**config.mk**
```make
export PLATFORM = sky130hd
export DESIGN_NAME = tthc_regs
export DESIGN_NICKNAME = d
export VERILOG_FILES = /design/src/hdl/tthc_pkg.sv /design/src/hdl/tthc_regs.sv
export SDC_FILE = /design/constraint.sdc
export NUM_CORES = 1
export LEC_CHECK = 0
export BUFFER_PORTS_ARGS = -buffer_cell sky130_fd_sc_hd__buf_2
export CAP_MARGIN = 20
export CORE_MARGIN = 3
export CORE_UTILIZATION = 35
export CTS_CLUSTER_SIZE = 24
export DETAILED_ROUTE_END_ITERATION = 12
export PLACE_DENSITY = 0.76
export SYNTH_ARGS = -nofsm -noshare
export SYNTH_HDL_FRONTEND = slang
export SYNTH_SLANG_ARGS = --single-unit
```
**constraint.sdc**
```tcl
create_clock -name clk -period 1.5 [get_ports clk]
set_input_delay 0.15 -clock clk [delete_from_list [all_inputs] [get_ports clk]]
set_output_delay 0.15 -clock clk [all_outputs]
set_load 0.1 [all_outputs]
```
**src/hdl/tthc_pkg.sv**
```systemverilog
// Package: shared constants, types, ROM builder and digit split for the thermostat.
package tthc_pkg;

	localparam int SAMPLES_PER_READING = 13;

	localparam int OPCODE_W = 2;
	localparam int SAMPLE_W = 10;
	localparam int TEMP_W   = 7;
	localparam int DIGIT_W  = 4;
	localparam int SUM_W    = 16;
	localparam int COUNT_W  = $clog2(SAMPLES_PER_READING + 1);
	localparam int ROM_AW   = 10;
	localparam int ROM_DEPTH = 1 << ROM_AW;
	localparam int PADDR_W  = 3;
	localparam int PDATA_W  = 32;
	localparam int REG_SEL_BIT = 2;

	localparam logic [TEMP_W-1:0] TEMP_MAX        = 7'd99;
	localparam logic [TEMP_W-1:0] SET_POINT_RESET = 7'd50;
	localparam logic [TEMP_W-1:0] LOW_RESET       = 7'd40;
	localparam logic [TEMP_W-1:0] HIGH_RESET      = 7'd80;

	// floor(x / SAMPLES_PER_READING) as (x * RECIP) >> RECIP_SHIFT, exact for 16-bit x
	localparam int RECIP_SHIFT = 24;
	localparam int RECIP_W     = RECIP_SHIFT + 1;
	localparam logic [RECIP_W-1:0] RECIP =
		RECIP_W'(((64'd1 << RECIP_SHIFT) + SAMPLES_PER_READING - 1) / SAMPLES_PER_READING);

	typedef enum logic [OPCODE_W-1:0] {
		OP_RAISE  = 2'd0,
		OP_LOWER  = 2'd1,
		OP_SAMPLE = 2'd2
	} tthc_op_t;

	typedef enum logic {
		REG_LOW  = 1'b0,
		REG_HIGH = 1'b1
	} tthc_reg_t;

	typedef struct packed {
		logic [TEMP_W-1:0] low;
		logic [TEMP_W-1:0] high;
	} tthc_limits_t;

	typedef struct packed {
		logic [DIGIT_W-1:0] tens;
		logic [DIGIT_W-1:0] ones;
	} tthc_digits_t;

	typedef logic [TEMP_W-1:0] tthc_rom_t [ROM_DEPTH];

	// tens = (v * 205) >> 11 is exact for v < 1029
	function automatic tthc_digits_t split_digits(input logic [TEMP_W-1:0] v);
		logic [14:0]        prod;
		logic [DIGIT_W-1:0] tens;
		logic [TEMP_W-1:0]  rest;
		tthc_digits_t       d;
		prod   = 15'(v) * 15'd205;
		tens   = prod[14:11];
		rest   = v - TEMP_W'(tens) * 7'd10;
		d.tens = tens;
		d.ones = rest[DIGIT_W-1:0];
		return d;
	endfunction

	// ---- elaboration-time ROM contents: Steinhart-Hart in Q48 fixed point ----
	localparam int          FRAC       = 48;
	localparam logic [63:0] ONE_Q      = 64'd1 << FRAC;
	localparam logic [63:0] ONE_THIRD  = (64'd1 << FRAC) / 3;
	localparam logic [63:0] TARGET_Q12 = 64'd4096000000000000000;

	function automatic logic [63:0] mul_shift(input logic [63:0] a, input logic [63:0] b,
		input int s);
		logic [127:0] p;
		p = {64'd0, a} * {64'd0, b};
		p = p >> s;
		return p[63:0];
	endfunction

	function automatic logic [63:0] udiv64(input logic [63:0] num, input logic [63:0] den);
		logic [64:0] r;
		logic [63:0] q;
		r = '0;
		q = '0;
		for (int i = 63; i >= 0; i--) begin
			r = {r[63:0], num[i]};
			if (r >= {1'b0, den}) begin
				r    = r - {1'b0, den};
				q[i] = 1'b1;
			end
		end
		return q;
	endfunction

	function automatic logic [63:0] frac_div(input logic [63:0] num, input logic [63:0] den);
		logic [63:0] r;
		logic [63:0] q;
		r = num;
		q = '0;
		for (int i = 0; i < FRAC; i++) begin
			r = r << 1;
			q = q << 1;
			if (r >= den) begin
				r = r - den;
				q = q | 64'd1;
			end
		end
		return q;
	endfunction

	function automatic logic [63:0] twice_atanh(input logic [63:0] z);
		logic [63:0] z2;
		logic [63:0] term;
		logic [63:0] sum;
		z2   = mul_shift(z, z, FRAC);
		term = z;
		sum  = '0;
		for (int k = 1; k <= 41; k += 2) begin
			sum  = sum + udiv64(term, 64'(k));
			term = mul_shift(term, z2, FRAC);
		end
		return sum << 1;
	endfunction

	function automatic logic [63:0] ln_q48(input logic [63:0] r, input logic [63:0] ln2);
		int          e;
		logic [63:0] m;
		e = 0;
		for (int i = 0; i < 40; i++) begin
			if ((r >> (i + 1)) != 64'd0) e = i + 1;
		end
		m = r << (FRAC - e);
		return 64'(e) * ln2 + twice_atanh(frac_div(m - ONE_Q, m + ONE_Q));
	endfunction

	function automatic logic [TEMP_W-1:0] rom_entry(input logic [63:0] v,
		input logic [63:0] ln2);
		logic signed [63:0] r;
		logic [63:0]        l;
		logic [63:0]        l3;
		logic [63:0]        n;
		logic [63:0]        prod;
		logic [TEMP_W-1:0]  deg;
		logic               go;
		if (v == 64'd0) return '0;
		r = $signed(udiv64(64'd10230000, v)) - 64'sd10000;
		if (r <= 64'sd0) return TEMP_MAX;
		l   = ln_q48(64'(r), ln2);
		l3  = mul_shift(mul_shift(l, l, FRAC), l, FRAC);
		n   = (64'd11291480000 << 12) + mul_shift(l, 64'd2341250000, 36)
			+ mul_shift(l3, 64'd876741, 36);
		deg = '0;
		go  = 1'b1;
		for (int k = 1; k <= 99; k++) begin
			prod = n * (64'd27315 + 64'd100 * 64'(k));
			if (go && prod <= TARGET_Q12) deg = TEMP_W'(k);
			else go = 1'b0;
		end
		return deg;
	endfunction

	function automatic tthc_rom_t build_rom();
		tthc_rom_t   rom;
		logic [63:0] ln2;
		ln2 = twice_atanh(ONE_THIRD);
		for (int v = 0; v < ROM_DEPTH; v++) begin
			rom[v] = rom_entry(64'(v), ln2);
		end
		return rom;
	endfunction

endpackage

```
**src/hdl/tthc_regs.sv**
```systemverilog
// APB register file holding the set point limits.
module tthc_regs import tthc_pkg::*; (
	input  logic               clk,
	input  logic               arst_n,
	input  logic               psel,
	input  logic               penable,
	input  logic               pwrite,
	input  logic [PADDR_W-1:0] paddr,
	input  logic [PDATA_W-1:0] pwdata,
	output logic [PDATA_W-1:0] prdata,
	output logic               pready,
	output tthc_limits_t       limits
);

	logic [TEMP_W-1:0] low_q;
	logic [TEMP_W-1:0] high_q;
	tthc_reg_t         sel;

	assign sel    = tthc_reg_t'(paddr[REG_SEL_BIT]);
	assign pready = 1'b1;

	always_ff @(posedge clk or negedge arst_n) begin
		if (!arst_n) begin
			low_q  <= LOW_RESET;
			high_q <= HIGH_RESET;
		end else if (psel && penable && pwrite) begin
			unique case (sel)
				REG_LOW:  low_q  <= pwdata[TEMP_W-1:0];
				REG_HIGH: high_q <= pwdata[TEMP_W-1:0];
				default: ;
			endcase
		end
	end

	always_comb begin
		unique case (sel)
			REG_LOW:  prdata = PDATA_W'(low_q);
			REG_HIGH: prdata = PDATA_W'(high_q);
			default:  prdata = '0;
		endcase
	end

	// limits above the display range act as 99
	assign limits.low  = (low_q  > TEMP_MAX) ? TEMP_MAX : low_q;
	assign limits.high = (high_q > TEMP_MAX) ? TEMP_MAX : high_q;

endmodule

```
======== Word-level counts from Yosys, hierarchy flattened ========
Index checks and enable logic that the tools add are counted.
cells by class
  bitwise logic cells ..................... 1
  add/sub/neg operators ................... 0
  eq/ne operators ......................... 0
  multipliers ............................. 0
  $lt $le $gt $ge ......................... 2
  shifts and indexed selects .............. 0
  divide/modulo/power cells ............... 0
  reduce and logical (&&, ||, !) cells .... 4
  muxes and demuxes ....................... 3
operator list
  operator              count
  $pmux W32 S2          1
  $gt A7 B7 Y1 const B  2
  $mux W7               2
  $reduce_and A2 Y1     2
  $logic_and A1 B1 Y1   2
  $not A1 Y1            1
word-level totals
  output and inout port bits .............. 47
  ROM bits ................................ 0
  bits in registers ....................... 14
  latch bits .............................. 0
  memory bits (writable) .................. 0
  logic and storage cells ................. 12
  memories ................................ 0
  bits of input ports ..................... 40

======== Depth between registers and ports, before layout ========
Gate-level depths: netlist (run 1).
  depth after elaboration ................. 3
  gate-level depth with buffers ........... 3

======== Worst setup path after synthesis (run 1) ========
No wires, ideal clock.
  kind .................................... reg2out
  start ................................... reg high_q[6]
  end ..................................... out limits[0] in the netlist's numbering
  setup slack ............................. -0.084 ns
  buffers on the path ..................... 0
  arrival time ............................ 1.434 ns
  stages on the path, launching flop included .. 3
  cell sequence ........................... dfstp_2 > o311ai_0 > or2b_1
RTL lines
  element                 line             RTL
  from (decl)             tthc_regs.sv:16  logic [TEMP_W-1:0] high_q;
  from (signal assigned)  tthc_regs.sv:29  REG_HIGH: high_q <= pwdata[TEMP_W-1:0];
  to (decl)               tthc_regs.sv:12  output tthc_limits_t limits

==> flow_metrics.py, run 1 <==
metrics = {
    "status": {
        "status": "finished, violations left",
        "violations": "setup timing",
    },
    "timing": {
        "clock_skew_ps": 0,
        "setup_tns_ps": -447,
        "rsz0062_at_grt": "yes",
        "fmax_mhz": 623,
        "hold_viol_final": 0,
        "holdWs_ps": 111,
        "period_needed_ps": 1600,
        "report.final.slew_viol_count": 0,
        "setup_viol": 7,
        "fin_crit_sh_pct": 107,
        "setup_ws_ps": -105,
    },
    "clock_tree": {
        "cts_sinks": 14,
        "clockRootBuffer": "clkbuf_4",
        "clkTransAtPathRegs_ps": 90,
        "cts-buffers-inserted": 3,
        "max-clock-path-buffers": 2,
        "htreeDepth": 1,
        "cts_tree": "done",
        "clk_latency_ps": 280,
    },
    "logic_synthesis": {
        "synth-warning-count": 0,
        "syn-cell-area_sq_um": 947,
        "ys_ff_latch": 14,
        "yosys-top-cells-count": "26 x buf_4, 21 x mux2_2, 10 x dfrtp_1, 6 x and2_1",
        "synth.most_common_cell": "buf_4",
        "synth-async-reset-ratio_pct": 100,
        "synth_area_per_cell_sq_um": 11.3,
        "synth_top_area_share_pct": 26.4,
        "synth_edf_count": 0,
        "ys_types": 14,
        "syn_inst": 84,
        "netlist_top_cells_area": "dfrtp_1 26%, mux2_2 25%, buf_4 21%",
        "yosys.area.top_type": "dfrtp_1",
        "synth-main-ff-cell": "dfrtp_1",
        "seq_area_frac_synth_pct": 37.5,
    },
    "routing": {
        "ant_nets": 0,
        "vias": 731,
        "wl_per_cell_microns": 15.3,
        "drc": 0,
        "wirelength_mm": 2.50,
        "dr.pass1.iters": 4,
        "drtIter0Drc": 6,
        "viasPerCell": 4.48,
    },
    "global_routing": {
        "grt_max_degree": 15,
        "grt_first_pass_wirelength_mm": 3.97,
        "overflow": 0,
        "grtUsageTotal_pct": 15.9,
        "antenna_found_initial": 0,
        "grt_pass1_vias": 785,
    },
    "critical_path": {
        "critPathKind": "register to output port",
        "slowest_stage": "dfrtp_1",
        "path_cells": "o311ai_4, or2b_4, buf_12",
        "worst_setup_path_start_kind": "register",
        "arrival_ps": 1450,
        "crit_path_max_fanout": 2,
        "max_stage_delay_ps": 420,
        "rr_worst_depth": 3,
        "worstPathRequired_ps": 1350,
        "cp-end-kind": "output port",
    },
    "power_and_ir_drop": {
        "power_density_mw_per_mm2": 2160,
        "p_leak_uw": 0.000803,
        "irDropWorstVdd_mv": 1.50,
    },
    "layout": {
        "syn_to_final_growth_pct": 69.5,
        "regArea_sq_um": 355,
        "num-fill-cells": 186,
        "drive_gt1_share_pct": 72.2,
        "final_nets": 174,
        "num_antenna_cells": 0,
        "multi_input_area_sq_um": 567,
        "final_util_pct": 63.6,
        "postLayoutCellArea_sq_mm": 0.00161,
    },
    "floorplanning": {
        "dieArea_sq_mm": 0.00337,
        "num_io_pins": 87,
        "die_y_microns": 58.0,
        "rows": 18,
        "die_x_microns": 58.0,
        "start_util_pct": 37.5,
        "coreArea_sq_mm": 0.00252,
    },
    "run": {
        "drv_cap": 0,
    },
    "place": {
        "dpl.hpwl_mm": 1.62,
        "dp_slack_ps": -120,
        "dpl-instance-area_sq_mm": 0.00125,
        "place_congestion": 0.865,
        "portBuffers": 33,
    },
    "min_path": {
        "min_path_type": "input port to register",
        "holdPathStages": 2,
    },
}
[worst max-delay path, delay by kind of cell, from the launching register on]
kind / cells / cell delay [ps]
compound gates: 1 / 280
buf+inv: 1 / 160
flops: 1 / 420
simple gates: 1 / 310
[where the power goes]
part           switching, uW  total (uW)  internal, uW
clock                    127         274           148
sequential               101         580           479
combinational           1710        2620           912
[final cells by class]
type	instances	share of cell area (%)
Timing Repair Buffer	52	38.0
Tap cell	30	2.34
Sequential cell	14	22.1
Multi-Input combinational cell	63	35.3
Clock buffer	4	2.26
[stage by stage]
stage | std cells | power [uW]
final | 163 | 3470
after floorplan | 108 | 2200
after detailed placement | 152 | 2680
after global routing | 163 | 3580
after global placement | 152 | 2660
after CTS | 162 | 3360
[registers in the layout, indices dropped and copies added (netlist names)]
signal	count
low_q	7
high_q	7
[kinds of logic (layout without fill, tap and decap cells)]
group | after synthesis | count (layout) | synth area share (%)
buf+inv | 31 | 56 | 23.4
mux | 21 | 21 | 25.0
flops | 14 | 14 | 37.5
simple gates | 14 | 14 | 11.5
other cells | 2 | 26 | 0.793
compound gates | 2 | 2 | 1.85
[layer usage]
layer,track usage (%),routed length (microns),vias up
li1,-,-,324
met4,9.60,92,0
met3,3.56,239,8
met1,16.2,881,344
met2,29.0,1290,55
met5,0,0,-
[repair_timing]
action                     in CTS  in global routing
pin swaps                       3                  6
gates resized for setup        52                 18
setup endpoints to repair      11                 15
hold endpoints to repair       10                  0
gates cloned                    0                  0
hold buffers                    1                  0
buffers inserted                6                  2
[cell usage in the layout, fill, tap and decap left out]
master         instances
dlygate4sd3_1          1
clkbuf_8               1
and2_4                 6
or2b_4                 2
nand2b_4               2
buf_4                  7
clkbuf_4               4
buf_6                 11
mux2_2                16
buf_2                 15
o311ai_4               2
mux2_4                 5
conb_1                26
buf_12                17
nand2_4                2
dfrtp_1               10
dfstp_2                4
nand4b_4               1
nand4_2                1
[path summary, 6_finish.rpt]
path,startpoint,end,slack [ps]
max in group asynchronous,arst_n,high_q[6]$_DFFE_PN1P_,920
hold reg to reg,low_q[1]$_DFFE_PN0P_,low_q[1]$_DFFE_PN0P_,540
setup / recovery,high_q[2]$_DFFE_PN0P_,limits[0],-100
setup reg to reg,low_q[4]$_DFFE_PN0P_,low_q[4]$_DFFE_PN0P_,420
min in group asynchronous,arst_n,low_q[2]$_DFFE_PN0P_,280
hold / removal,pwdata[2],high_q[2]$_DFFE_PN0P_,110
(Power assumes the default switching activity.)
==> inputs of run 2 (changes only) <==
MAX_ROUTING_LAYER = met4   (was unset)
==> run 2 against run 1 <==
The run still ends with setup timing left. Power is essentially flat. Cell count is the same. Hold slack lost 1.3 ps. First-iteration DRC count shrank 17%. Wire length shrank 0.24%. Combinational power is essentially flat. Largest cell class unchanged. Sequential share of layout area is the same. Critical path depth is the same. Register-to-register slack is essentially flat. Sequential power is essentially flat. Utilization is the same. Die area is the same.
==> flow_metrics.py, run 2 (synthesis gave the netlist of run 1 again) <==
metrics = {
    "status": {
        "status": "finished, violations left",
        "violations": "setup timing",
    },
    "routing": {
        "viasPerCell": 4.44,
        "ant_nets": 0,
        "drtIter0Drc": 5,
        "dr.pass1.iters": 3,
        "wirelength_mm": 2.49,
        "drc": 0,
        "wl_per_cell_microns": 15.3,
        "vias": 723,
    },
    "global_routing": {
        "grt_first_pass_wirelength_mm": 3.96,
        "antenna_found_initial": 0,
        "grtUsageTotal_pct": 16.3,
        "overflow": 0,
        "grt_max_degree": 15,
        "grt_pass1_vias": 790,
    },
    "floorplanning": {
        "num_io_pins": 87,
        "die_y_microns": 58.0,
        "dieArea_sq_mm": 0.00337,
        "rows": 18,
        "coreArea_sq_mm": 0.00252,
        "start_util_pct": 37.5,
        "die_x_microns": 58.0,
    },
    "timing": {
        "holdWs_ps": 109,
        "setup_viol": 7,
        "fin_crit_sh_pct": 107,
        "setup_ws_ps": -107,
        "clock_skew_ps": 0,
        "fmax_mhz": 622,
        "period_needed_ps": 1610,
        "report.final.slew_viol_count": 0,
        "rsz0062_at_grt": "yes",
        "hold_viol_final": 0,
    },
    "layout": {
        "num_antenna_cells": 0,
        "multi_input_area_sq_um": 567,
        "final_util_pct": 63.6,
        "layout.cells.most_common": "conb_1",
        "layout_common_cells": "26 x conb_1, 17 x buf_12, 16 x mux2_2",
        "num-fill-cells": 186,
        "final_nets": 174,
        "final_cells": 163,
        "syn_to_final_growth_pct": 69.5,
        "reg_top3": "high_q x7, low_q x7",
        "regArea_sq_um": 355,
        "drive_gt1_share_pct": 72.2,
        "postLayoutCellArea_sq_mm": 0.00161,
    },
    "clock_tree": {
        "max-clock-path-buffers": 2,
        "clockRootBuffer": "clkbuf_4",
        "clkTransAtPathRegs_ps": 90,
        "cts-buffers-inserted": 3,
        "clk_latency_ps": 290,
        "htreeDepth": 1,
        "cts_sinks": 14,
        "cts_tree": "done",
    },
    "min_path": {
        "min_path_type": "input port to register",
    },
    "critical_path": {
        "worstPathRequired_ps": 1350,
        "critPathKind": "register to output port",
        "slowest_stage": "dfrtp_1",
        "path_buf_inv": 1,
        "arrival_ps": 1460,
        "critPathTopFamily": "flip-flops",
        "crit_path_max_fanout": 2,
        "path_cells": "o311ai_4, or2b_4, buf_12",
        "max_stage_delay_ps": 420,
        "worst_setup_path_start_kind": "register",
        "cp-end-kind": "output port",
    },
    "place": {
        "place_congestion": 0.879,
        "dpl-instance-area_sq_mm": 0.00125,
        "dpl.hpwl_mm": 1.62,
        "post-place-cells": 152,
        "portBuffers": 33,
    },
    "power_and_ir_drop": {
        "p_leak_uw": 0.000803,
        "total_power_uw": 3470,
        "power_density_mw_per_mm2": 2160,
        "irDropWorstVdd_mv": 1.50,
    },
    "run": {
        "drv_cap": 0,
    },
}
[run 2: layout make-up]
class | count | area share (%)
Multi-Input combinational cell | 63 | 35.3
Clock buffer | 4 | 2.26
Tap cell | 30 | 2.34
Sequential cell | 14 | 22.1
Timing Repair Buffer | 52 | 38.0
[run 2: path summary, 6_finish.rpt]
kind	start	endpoint	slack [ps]	cells after the start
min in group asynchronous	arst_n	low_q[2]$_DFFE_PN0P_	280	2
setup reg to reg	low_q[4]$_DFFE_PN0P_	low_q[4]$_DFFE_PN0P_	430	3
hold reg to reg	low_q[1]$_DFFE_PN0P_	low_q[1]$_DFFE_PN0P_	540	1
setup / recovery	high_q[2]$_DFFE_PN0P_	limits[0]	-110	3
max in group asynchronous	arst_n	high_q[6]$_DFFE_PN1P_	910	2
hold / removal	pwdata[2]	high_q[2]$_DFFE_PN0P_	110	2
[run 2: through the flow]
| step | TNS, ps | worst slack [ps] |
|---|---|---|
| 2_1_floorplan | -9.60 | -8.09 |
| 3_3_place_gp | -268 | -134 |
| 3_5_place_dp | -250 | -120 |
| 4_1_cts | -554 | -137 |
| 5_1_grt | -813 | -165 |
| 6_report | -451 | -107 |
[run 2: repair_timing]
action / 4_1_cts / 5_1_grt
endpoints found under the setup margin: 11 / 15
hold buffers: 1 / 0
hold endpoints to repair: 10 / 0
resized for setup: 52 / 18
buffers inserted: 6 / 2
pin swaps: 3 / 6
[run 2: where the power goes]
part | internal, uW | switching [uW] | total (uW)
logic | 911 | 1700 | 2610
registers | 479 | 101 | 580
clock network | 148 | 129 | 277
total | 1540 | 1930 | 3470
[run 2: per-layer routing]
layer  track usage, %  vias to the layer above  routed length (microns)
met2             28.9                       51                     1270
met1             17.4                      340                      940
met5                -                        -                        0
met4             9.60                        0                       91
li1                 -                      324                        -
met3             1.78                        8                      189
